### src/sv/spq_pkg.sv
`timescale 1ns / 1ps
`default_nettype none

package spq_pkg;

  // Default sizes of the slot row
  localparam int unsigned SPQ_DEPTH      = 16;
  localparam int unsigned SPQ_VALUE_BITS = 32;

  // Operation codes
  localparam logic [1:0] OP_ENQUEUE = 2'd0;
  localparam logic [1:0] OP_DEQUEUE = 2'd1;
  localparam logic [1:0] OP_CLEAR   = 2'd2;

  // Status codes
  localparam logic [1:0] ST_OK         = 2'd0;
  localparam logic [1:0] ST_EMPTY_DEQ  = 2'd1;
  localparam logic [1:0] ST_FULL_DROP  = 2'd2;

  // One request
  typedef struct packed {
    logic [1:0]         op;
    logic [31:0]        entry_value;
    logic signed [31:0] entry_priority;
  } spq_in_t;

  // One result
  typedef struct packed {
    logic [1:0]         status;
    logic [31:0]        removed_value;
    logic signed [31:0] removed_priority;
    logic               head_valid;
    logic [31:0]        head_value;
    logic signed [31:0] head_priority;
    logic [4:0]         occupancy;
  } spq_out_t;

  // Commands from the controller to the datapath
  typedef struct packed {
    logic capture;
    logic execute;
  } spq_cmd_t;

endpackage

`default_nettype wire

### src/sv/sorted_priority_queue_top.sv
`timescale 1ns / 1ps
`default_nettype none

// Channel   Valid        Ready        Payload
// request   in_valid_i   in_ready_o   in_data_i  (spq_in_t)
// result    out_valid_o  out_ready_i  out_data_o (spq_out_t)
//
// Each request is first taken in; then the slot row compares every slot in
// parallel and shifts, loading the result register.
// A new request is taken while the previous result still waits in that register.
// Execution stalls while the result register is full and not being drained.
// Reset empties the queue at once; slot contents are not cleared.

module sorted_priority_queue_top
  import spq_pkg::*;
#(
  parameter int unsigned DEPTH      = SPQ_DEPTH,
  parameter int unsigned VALUE_BITS = SPQ_VALUE_BITS
) (
  input  wire logic     clk_i,
  input  wire logic     rst_ni,
  input  wire logic     in_valid_i,
  output logic          in_ready_o,
  input  wire spq_in_t  in_data_i,
  output logic          out_valid_o,
  input  wire logic     out_ready_i,
  output spq_out_t      out_data_o
);

  spq_cmd_t cmd;

  spq_ctrl u_ctrl (
    .clk_i       (clk_i),
    .rst_ni      (rst_ni),
    .in_valid_i  (in_valid_i),
    .in_ready_o  (in_ready_o),
    .out_valid_o (out_valid_o),
    .out_ready_i (out_ready_i),
    .cmd_o       (cmd)
  );

  spq_datapath #(
    .DEPTH      (DEPTH),
    .VALUE_BITS (VALUE_BITS)
  ) u_datapath (
    .clk_i      (clk_i),
    .rst_ni     (rst_ni),
    .cmd_i      (cmd),
    .in_data_i  (in_data_i),
    .out_data_o (out_data_o)
  );

endmodule

`default_nettype wire

### src/sv/spq_ctrl.sv
`timescale 1ns / 1ps
`default_nettype none

module spq_ctrl
  import spq_pkg::*;
(
  input  wire logic clk_i,
  input  wire logic rst_ni,
  input  wire logic in_valid_i,
  output logic      in_ready_o,
  output logic      out_valid_o,
  input  wire logic out_ready_i,
  output spq_cmd_t  cmd_o
);

  localparam logic ST_IDLE = 1'b0;
  localparam logic ST_EXEC = 1'b1;

  logic state_q, state_d;
  logic out_valid_q, out_valid_d;

  assign in_ready_o  = (state_q == ST_IDLE);
  assign out_valid_o = out_valid_q;

  // Sequence one request: take it in, then execute once the result slot is free
  always_comb begin
    state_d       = state_q;
    cmd_o.capture = 1'b0;
    cmd_o.execute = 1'b0;
    unique case (state_q)
      ST_IDLE: begin
        if (in_valid_i) begin
          cmd_o.capture = 1'b1;
          state_d       = ST_EXEC;
        end
      end
      ST_EXEC: begin
        if (!out_valid_q || out_ready_i) begin
          cmd_o.execute = 1'b1;
          state_d       = ST_IDLE;
        end
      end
      default: state_d = ST_IDLE;
    endcase
  end

  // Hold the result valid until its transfer
  always_comb begin
    out_valid_d = out_valid_q;
    if (cmd_o.execute) begin
      out_valid_d = 1'b1;
    end else if (out_ready_i) begin
      out_valid_d = 1'b0;
    end
  end

  always_ff @(posedge clk_i or negedge rst_ni) begin
    if (!rst_ni) begin
      state_q     <= ST_IDLE;
      out_valid_q <= 1'b0;
    end else begin
      state_q     <= state_d;
      out_valid_q <= out_valid_d;
    end
  end

`ifndef SYNTHESIS
  a_exec_only_in_exec: assert property (@(posedge clk_i) disable iff (!rst_ni)
    cmd_o.execute |-> state_q == ST_EXEC)
    else $error("execute issued outside the execute state");

  a_result_follows_exec: assert property (@(posedge clk_i) disable iff (!rst_ni)
    $rose(out_valid_q) |-> $past(cmd_o.execute))
    else $error("result valid raised without an execute");
`endif

endmodule

`default_nettype wire

### src/sv/spq_datapath.sv
`timescale 1ns / 1ps
`default_nettype none

module spq_datapath
  import spq_pkg::*;
#(
  parameter int unsigned DEPTH      = SPQ_DEPTH,
  parameter int unsigned VALUE_BITS = SPQ_VALUE_BITS
) (
  input  wire logic    clk_i,
  input  wire logic    rst_ni,
  input  wire spq_cmd_t cmd_i,
  input  wire spq_in_t  in_data_i,
  output spq_out_t      out_data_o
);

  localparam int unsigned CW = $clog2(DEPTH + 1);

  spq_in_t req_q;
  spq_out_t res_q, res_d;

  logic [VALUE_BITS-1:0] val_q [DEPTH];
  logic signed [31:0]    pri_q [DEPTH];
  logic [VALUE_BITS-1:0] prev_val [DEPTH];
  logic signed [31:0]    prev_pri [DEPTH];
  logic [VALUE_BITS-1:0] next_val [DEPTH];
  logic signed [31:0]    next_pri [DEPTH];
  logic [DEPTH-1:0]      gt;
  logic [DEPTH-1:0]      from_below;
  logic [DEPTH-1:0]      take;

  logic [CW-1:0]         count_q, count_d;
  logic [VALUE_BITS-1:0] new_val;
  logic signed [31:0]    new_pri;
  logic                  full;
  logic                  empty;

  assign new_val = VALUE_BITS'(req_q.entry_value);
  assign new_pri = req_q.entry_priority;
  assign full    = (count_q == CW'(DEPTH));
  assign empty   = (count_q == '0);

  // Hold the request while it executes
  always_ff @(posedge clk_i) begin
    if (cmd_i.capture) begin
      req_q <= in_data_i;
    end
  end

  // Compare every occupied slot against the new priority at once
  for (genvar i = 0; i < DEPTH; i++) begin : g_slot
    assign gt[i]   = (count_q > CW'(i)) && (pri_q[i] > new_pri);
    assign take[i] = gt[i] || (count_q == CW'(i));

    if (i == 0) begin : g_first
      assign from_below[i] = 1'b0;
      assign prev_val[i]   = val_q[i];
      assign prev_pri[i]   = pri_q[i];
    end else begin : g_rest
      assign from_below[i] = gt[i-1];
      assign prev_val[i]   = val_q[i-1];
      assign prev_pri[i]   = pri_q[i-1];
    end

    if (i == DEPTH - 1) begin : g_last
      assign next_val[i] = val_q[i];
      assign next_pri[i] = pri_q[i];
    end else begin : g_inner
      assign next_val[i] = val_q[i+1];
      assign next_pri[i] = pri_q[i+1];
    end

    // Shift up on insert, shift down on removal
    always_ff @(posedge clk_i) begin
      if (cmd_i.execute) begin
        case (req_q.op)
          OP_ENQUEUE: begin
            if (!full) begin
              if (from_below[i]) begin
                val_q[i] <= prev_val[i];
                pri_q[i] <= prev_pri[i];
              end else if (take[i]) begin
                val_q[i] <= new_val;
                pri_q[i] <= new_pri;
              end
            end
          end
          OP_DEQUEUE: begin
            if (!empty) begin
              val_q[i] <= next_val[i];
              pri_q[i] <= next_pri[i];
            end
          end
          default: ;
        endcase
      end
    end
  end

  // Work out the result and the new occupancy
  always_comb begin
    count_d                = count_q;
    res_d                  = '0;
    res_d.status           = ST_OK;
    res_d.head_value       = 32'(val_q[0]);
    res_d.head_priority    = pri_q[0];
    case (req_q.op)
      OP_ENQUEUE: begin
        if (full) begin
          res_d.status = ST_FULL_DROP;
        end else begin
          count_d = count_q + CW'(1);
          if (take[0]) begin
            res_d.head_value    = 32'(new_val);
            res_d.head_priority = new_pri;
          end
        end
      end
      OP_DEQUEUE: begin
        if (empty) begin
          res_d.status = ST_EMPTY_DEQ;
        end else begin
          count_d                = count_q - CW'(1);
          res_d.removed_value    = 32'(val_q[0]);
          res_d.removed_priority = pri_q[0];
          res_d.head_value       = 32'(val_q[1]);
          res_d.head_priority    = pri_q[1];
        end
      end
      OP_CLEAR: count_d = '0;
      default: ;
    endcase
    res_d.head_valid = (count_d != '0);
    if (count_d == '0) begin
      res_d.head_value    = '0;
      res_d.head_priority = '0;
    end
    res_d.occupancy = 5'(count_d);
  end

  always_ff @(posedge clk_i or negedge rst_ni) begin
    if (!rst_ni) begin
      count_q <= '0;
    end else if (cmd_i.execute) begin
      count_q <= count_d;
    end
  end

  // Load the output register
  always_ff @(posedge clk_i) begin
    if (cmd_i.execute) begin
      res_q <= res_d;
    end
  end

  assign out_data_o = res_q;

`ifndef SYNTHESIS
  a_count_bounded: assert property (@(posedge clk_i) disable iff (!rst_ni)
    count_q <= CW'(DEPTH))
    else $error("occupancy beyond the slot row");

  a_head_sorted: assert property (@(posedge clk_i) disable iff (!rst_ni)
    count_q >= CW'(2) |-> pri_q[0] <= pri_q[1])
    else $error("head slot out of priority order");
`endif

endmodule

`default_nettype wire
### config.mk
export PLATFORM = sky130hd
export DESIGN_NAME = sorted_priority_queue_top
export DESIGN_NICKNAME = d
export VERILOG_FILES = /design/src/sv/spq_pkg.sv /design/src/sv/sorted_priority_queue_top.sv /design/src/sv/spq_ctrl.sv /design/src/sv/spq_datapath.sv
export SDC_FILE = /design/constraint.sdc
export NUM_CORES = 2
export LEC_CHECK = 0
export ABC_AREA = 1
export BUFFER_PORTS_ARGS = -buffer_cell sky130_fd_sc_hd__buf_4
export CORE_UTILIZATION = 41
export CTS_CLUSTER_SIZE = 8
export DETAILED_ROUTE_END_ITERATION = 6
export GPL_TIMING_DRIVEN = 0
export HOLD_SLACK_MARGIN = 0.02
export SLEW_MARGIN = 20
export SYNTH_ARGS = -nofsm -noshare
export SYNTH_HDL_FRONTEND = slang
export SYNTH_HIERARCHICAL = 1
export SYNTH_SLANG_ARGS = --single-unit
### constraint.sdc
create_clock -name clk_i -period 9 [get_ports clk_i]
set_clock_uncertainty 0.05 [all_clocks]
set_input_delay 0 -clock clk_i [delete_from_list [all_inputs] [get_ports clk_i]]
set_output_delay 0 -clock clk_i [all_outputs]
set_load 0.02 [all_outputs]
# == After elaboration in Yosys (flattened, before gate mapping) ==
# Memory sizes are Yosys's and may differ from the RTL's.
# Index checks and enable logic that the tools add are counted.
# W data, S select, Z words.
# word_totals
regBits,209
mem_bits_rw,1024
in_bits,70
mem_count,2
# classes
add_sub_neg,2
order_cmp,32
eq_ne,18
n_mux,254
bitwise_logic,64
n_reduce_logical,40
# memory_table
name,words,width,rd,rd_ports_with_merged_regs,write_ports,line,text
u_datapath.pri_q,16,32,16,0,16,spq_datapath.sv:23,logic signed [31:0] pri_q [DEPTH];
u_datapath.val_q,16,32,16,0,16,spq_datapath.sv:22,logic [VALUE_BITS-1:0] val_q [DEPTH];
# ops
op,n
$mux W32,62
$gt A32 B32 Y1,16
$mux W64,3
$mux W1,182
$pmux W64 S2,1
$or A1 B1 Y1,62
$eq A5 B4 Y1 const B,8
$gt A5 B4 Y1 const B,8
$eq A5 B3 Y1 const B,4
$gt A5 B3 Y1 const B,4
$logic_or A1 B1 Y1,17
$logic_and A1 B1 Y1,16
$pmux W5 S3,1
$eq A5 B2 Y1 const B,2
$gt A5 B1 Y1 const B,2
$gt A5 B2 Y1 const B,2
$logic_not A5 Y1,2
$mux W5,2
$add A5 B1 Y5 const B,1
$eq A5 B1 Y1 const B,1
$eq A5 B5 Y1 const B,1
$reduce_bool A5 Y1,1
$sub A5 B1 Y5 const B,1
$pmux W2 S2,1
other kinds (9),10

# == Depth between registers and ports, before layout ==
# An unclocked memory read counts as a cell.
# logic_depth
depth_word,12
ltp_mapped,23
ltp_nobuf,21

# == Hierarchy ==
# The synthesis kept the hierarchy.
# modules_own_cells
mod,instances,cells_per_inst,area_each_um2,seq_area_each_um2
spq_datapath,1,9843,79301.1,36940.4
spq_ctrl,1,12,100.1,50.0

# == Worst setup path after synthesis ==
# OpenSTA, ideal clock, no wires.
# synth_path
kind,reg-to-reg
from,"reg u_datapath.req_q, in the netlist u_datapath/new_pri[31]"
to,mem u_datapath.pri_q[1][0] (netlist: u_datapath/pri_q[0][32]) (enable)
setup_ps,503
t_arrival_ps,5682
required_time_ps,8447
setup_slack_ps,2764
stages_incl_launch_ff,14
path_cell_list,edfxtp_1 > inv_1 > clkbuf_1 > ha_1 > a21oi_1 > o21a_1 > nand2_1 > a21oi_1 > nand2_1 > nand2_1 > o2111ai_1 > buf_2 > buf_1 > o211ai_1
# synth_rtl
item,line,text
start: declaration,spq_datapath.sv:19,spq_in_t req_q;
start signal: assignment,spq_datapath.sv:46,req_q <= in_data_i;
end: declaration,spq_datapath.sv:23,

==> results.txt <==
- The average instance in the mapped netlist occupies 8.06 µm².
* Sw Pwr: 0.00866 W
- Fin crit period: 6.12 ns
- Total global routing track utilization: 0.361
* Detailed-route wire length: 363000 µm
- Type of the most critical hold path: primary input to async pin
- Ordered cell list for the critical path: inv_1 > clkbuf_2 > buf_12 > ha_1 > nand2_1 > nor4_1 > nand2_1 > nand2_1 > nand2_1 > nand3_1 > nand3_1 > buf_2 > buf_2 > o211ai_1 > buf_4 > buf_4 > buf_4 > buf_4 > buf_4 > buf_4
* Router iterations before antenna repair: 7
- The total overflow left after global routing is 0.
* Critical path's most frequent cell: buf_4
- The first routing iteration left 9771 violations.
- The clock reaches the later pin of the worst-skew pair after 0.87 ns.
- In this run, synthesis produced a sequential element count of 1233.
* Final setup vio count: 0
- Result of the run: complete, no violations
- Type of destination of the critical path: flop
- After detailed routing, the average wire length per cell comes to 27.7 µm.
* CTS tree: yes
* Setup repair after global routing missed its margin: false
- The die covers 195000 µm².
- Leading post-synthesis cells by instance count: 3450 x nand2_1, 1285 x nand3_1, 1226 x edfxtp_1
* Number of synthesized flops with an enable pin: 1226
- Number of cells after detailed placement: 12.7k
- For this run, the post-layout net count is 11.1k.
- In this run the cell area of the synthesized design comes to 79400 µm².
- Leading post-synthesis cells by cell area: edfxtp_1 46%, nand2_1 16%, ha_1 8.1%, nand3_1 8.1%, nand4_1 4.9%
- The initial utilization of the core area, before any placement, comes to 0.413.
* Data required time at the worst endpoint: 9.50 ns
* Max FO, Critical Path: 19
- edfxtp_1 takes more of the synthesized area than any other cell.
- Number of distinct library cells after synthesis: 51
- Cell with the most instances after synthesis: nand2_1
* Avg Vias per Cell: 5.96
- Combinational power share: 0.340
- Final cell count without fillers: 13.1k
* Sequential fraction of the synthesis area: 0.466
- Based on the critical path, the design can be clocked at up to 163 MHz.
* Cell area power density: 233 nW/µm²
- In this run the critical register-to-register path is launched from u_datapath/new_pri[10]$_DFFE_PP_.
- Peak VDD IR: 0.000204 V
* Drc violations: 0
- Area share of the largest cell type after synthesis: 0.464
- Maximum clock insertion buffer count: 3
- Number of slew-limit violations in the final report: 0
* Y dimension of the die: 442 µm
* Clock Root Buffer: clkbuf_16
- The number of antenna violations at the first check in global routing came to 22.
* Ratio of cells with drive above 1 in the final layout: 0.0982
* Buffer and inverter count on the worst path: 11
* Leak: 42.4 nW
* Start point of the critical path: u_datapath/new_pri[10]$_DFFE_PP_
- Cells resized by post-CTS repair: 0
* Yosys warns: 6
- Number of routed nets with antenna violations: 0
- By startpoint and endpoint, the worst setup path is classified as flop to flop.
- Counting every sink on the clock net gives 1233.
- Data arrival, critical path: 6.62 ns
- Crit path max-delay cell type: nor4_1
- After routing the design area is 92200 µm².
- Commonest register cell after synthesis: edfxtp_1
- Row generation in the floorplan step produced 161 rows.
* Cell family with the largest share of critical-path delay: buffers and inverters
- Part of the total power dissipated in sequential elements: 0.370
- Asr flop ratio synth: 0.00568
- STA classifies the critical path startpoint as a flop.
- Horiz. Die Dim: 442 µm
- The final hold violation count came to 0.
* Count of port buffers added during placement: 207
- Sw Ratio: 0.404
* Total vias in the final route: 78.1k
- Entering global routing, the biggest net connects 78 pins.
* Largest stage delay on the critical path: 0.64 ns
- Syn-to-layout area delta: 16.1%
* Number of maximum-capacitance constraint violations: 0
* Clock transition at the registers of the reported paths: 0.05 ns
- Vias in the first global route: 74.5k
- I/O pin count: 208
- Measured against its own limit, the worst slew margin works out to 0.157.
- Once detailed placement completed, the half-perimeter wirelength came to 289000 µm.
- Number of buffers added by the clock tree synthesis step: 175
- Worst-margin pin slew: 1.26 ns
- Final critical-path share of the clock period: 0.680
- RePlAce Congestion: 1.00
- The share of total power dissipated in the clock network is 0.290.
* Core Area: 192000 µm²
- Gate count after technology mapping: 9855
* Number of levels the H-tree was split into: 4
* Post-CTS Repair Setup Buffers: 0
* Global-route wire length before repair: 511000 µm
- Cell internal power was estimated by the tool at 0.0128 W.
- Once placement finished, the instance area stood at 85900 µm².
- Post-synth net total: 10.4k
## routing by layer
metal / up-vias / track usage / part of all wire / wire (µm)
li1: 34700 / - / - / -
met1: 37800 / 0.444 / 0.38 / 137000
met2: 4519 / 0.573 / 0.45 / 163000
met3: 1103 / 0.0495 / 0.082 / 29700
met4: 14 / 0.281 / 0.092 / 33400
met5: - / 0 / 0.00026 / 96
## layout make-up
class                           count  area [µm²]
Clock buffer                      203        4520
Antenna cell                        8        20.0
Clock inverter                     20         359
Fill cell                       19100      100000
Timing Repair Buffer              499        4640
Multi-Input combinational cell   6884       35200
Sequential cell                  1233       37000
Buffer                            706        3390
Tap cell                         2526        3160
Inverter                         1032        3880
## worst reg2reg max path, cell delays in order (launching register included)
cell and delay, ns:
edfxtp_1 0.57, inv_1 0.31, clkbuf_2 0.31, buf_12 0.22, ha_1 0.33, nand2_1 0.07, nor4_1 0.64, nand2_1 0.12
nand2_1 0.15, nand2_1 0.09, nand3_1 0.07, nand3_1 0.44, buf_2 0.44, buf_2 0.25, o211ai_1 0.56, buf_4 0.30
buf_4 0.18, buf_4 0.18, buf_4 0.18, buf_4 0.19, buf_4 0.19
## sequential cells by signal, summed over array words and instances, names as in the netlist
signal	flops
u_datapath/pri_q	512
u_datapath/val_q	512
u_datapath/out_data_o	136
u_datapath/new_pri	32
u_datapath/new_val	32
u_datapath/count_q	5
u_datapath/req_q	2
u_ctrl/out_valid_o	1
u_ctrl/state_q	1
## cells by family (layout without fill, tap and decap cells)
logic type | after synthesis | in the layout | share of synthesized area
simple gates | 5614 | 5614 | 0.309
flops | 1233 | 1233 | 0.466
buf+inv | 1738 | 2460 | 0.0909
xor+xnor | 1 | 1 | 0.000110
compound gates | 752 | 752 | 0.0531
fa+ha+maj | 517 | 517 | 0.0815
other cells | 0 | 8 | 0
## layout by cell type (no fill, tap or decap), types with 4 or more instances in the layout
| cell type | n |
|---|---|
| nand4_1 | 626 |
| a221oi_1 | 64 |
| ha_1 | 517 |
| buf_16 | 5 |
| o21ai_1 | 73 |
| a21o_1 | 5 |
| nand2_1 | 3447 |
| o21a_1 | 30 |
| buf_6 | 18 |
| a21oi_1 | 326 |
| nor4_2 | 10 |
| nor2_2 | 5 |
| clkbuf_1 | 280 |
| edfxtp_1 | 1226 |
| dfrtp_1 | 7 |
| nand2_4 | 4 |
| o211ai_1 | 23 |
| nor3_1 | 16 |
| buf_1 | 23 |
| nor2_1 | 192 |
| buf_4 | 358 |
| clkinv_8 | 4 |
| inv_1 | 1016 |
| clkinv_1 | 5 |
| dlygate4sd3_1 | 139 |
| inv_2 | 12 |
| buf_12 | 33 |
| clkbuf_2 | 33 |
| clkinv_16 | 8 |
| clkbuf_16 | 176 |
| nor4_1 | 6 |
| nand3_1 | 1284 |
| o21ai_0 | 211 |
| nand2_2 | 6 |
| nand3_2 | 5 |
| buf_2 | 339 |
| diode_2 | 8 |
## power by group through the flow
stage	logic [W]	clock network (W)	registers [W]
6_report	0.00730	0.00623	0.00793
4_1_cts	0.00702	0.00633	0.00792
2_1_floorplan	0.00380	0	0.00799
3_5_place_dp	0.00694	0	0.00802
3_3_place_gp	0.00661	0	0.00816
5_1_grt	0.00771	0.00652	0.00796
## stage by stage
step | util | total power (W) | TNS, ns | hold WS (ns) | setup slack [ns]
after floorplan | - | 0.0118 | 0 | -0.346 | 2.76
final | 0.479 | 0.0215 | 0 | 0.186 | 2.88
after global placement | 0.437 | 0.0148 | -940.08 | -0.200 | -2.21
after CTS | 0.479 | 0.0213 | 0 | 0.157 | 3.17
after detailed placement | 0.447 | 0.0150 | 0 | -0.199 | 3.21
after global routing | 0.479 | 0.0222 | 0 | 0.205 | 2.91
## worst paths after layout
check	endpoint	slack, ns	cells after the start
min in group clk_i	u_datapath/new_pri[3]$_DFFE_PP_	0.34	3
max reg2reg	u_datapath/val_q[1][49]$_DFFE_PP_	2.88	20
max in group asynchronous	u_datapath/count_q[2]$_DFFE_PN0P_	8.29	3
max	u_datapath/val_q[1][49]$_DFFE_PP_	2.88	20
min reg2reg	u_datapath/val_q[1][206]$_DFFE_PP_	0.47	2
min	u_ctrl/state_q$_DFF_PN0_	0.19	3
## timing repair
item	in CTS	in global routing
hold endpoints to repair	201	0
hold buffers	139	0
endpoints found under the setup margin	0	0
Note: power is estimated with default switching activity, not from simulation.
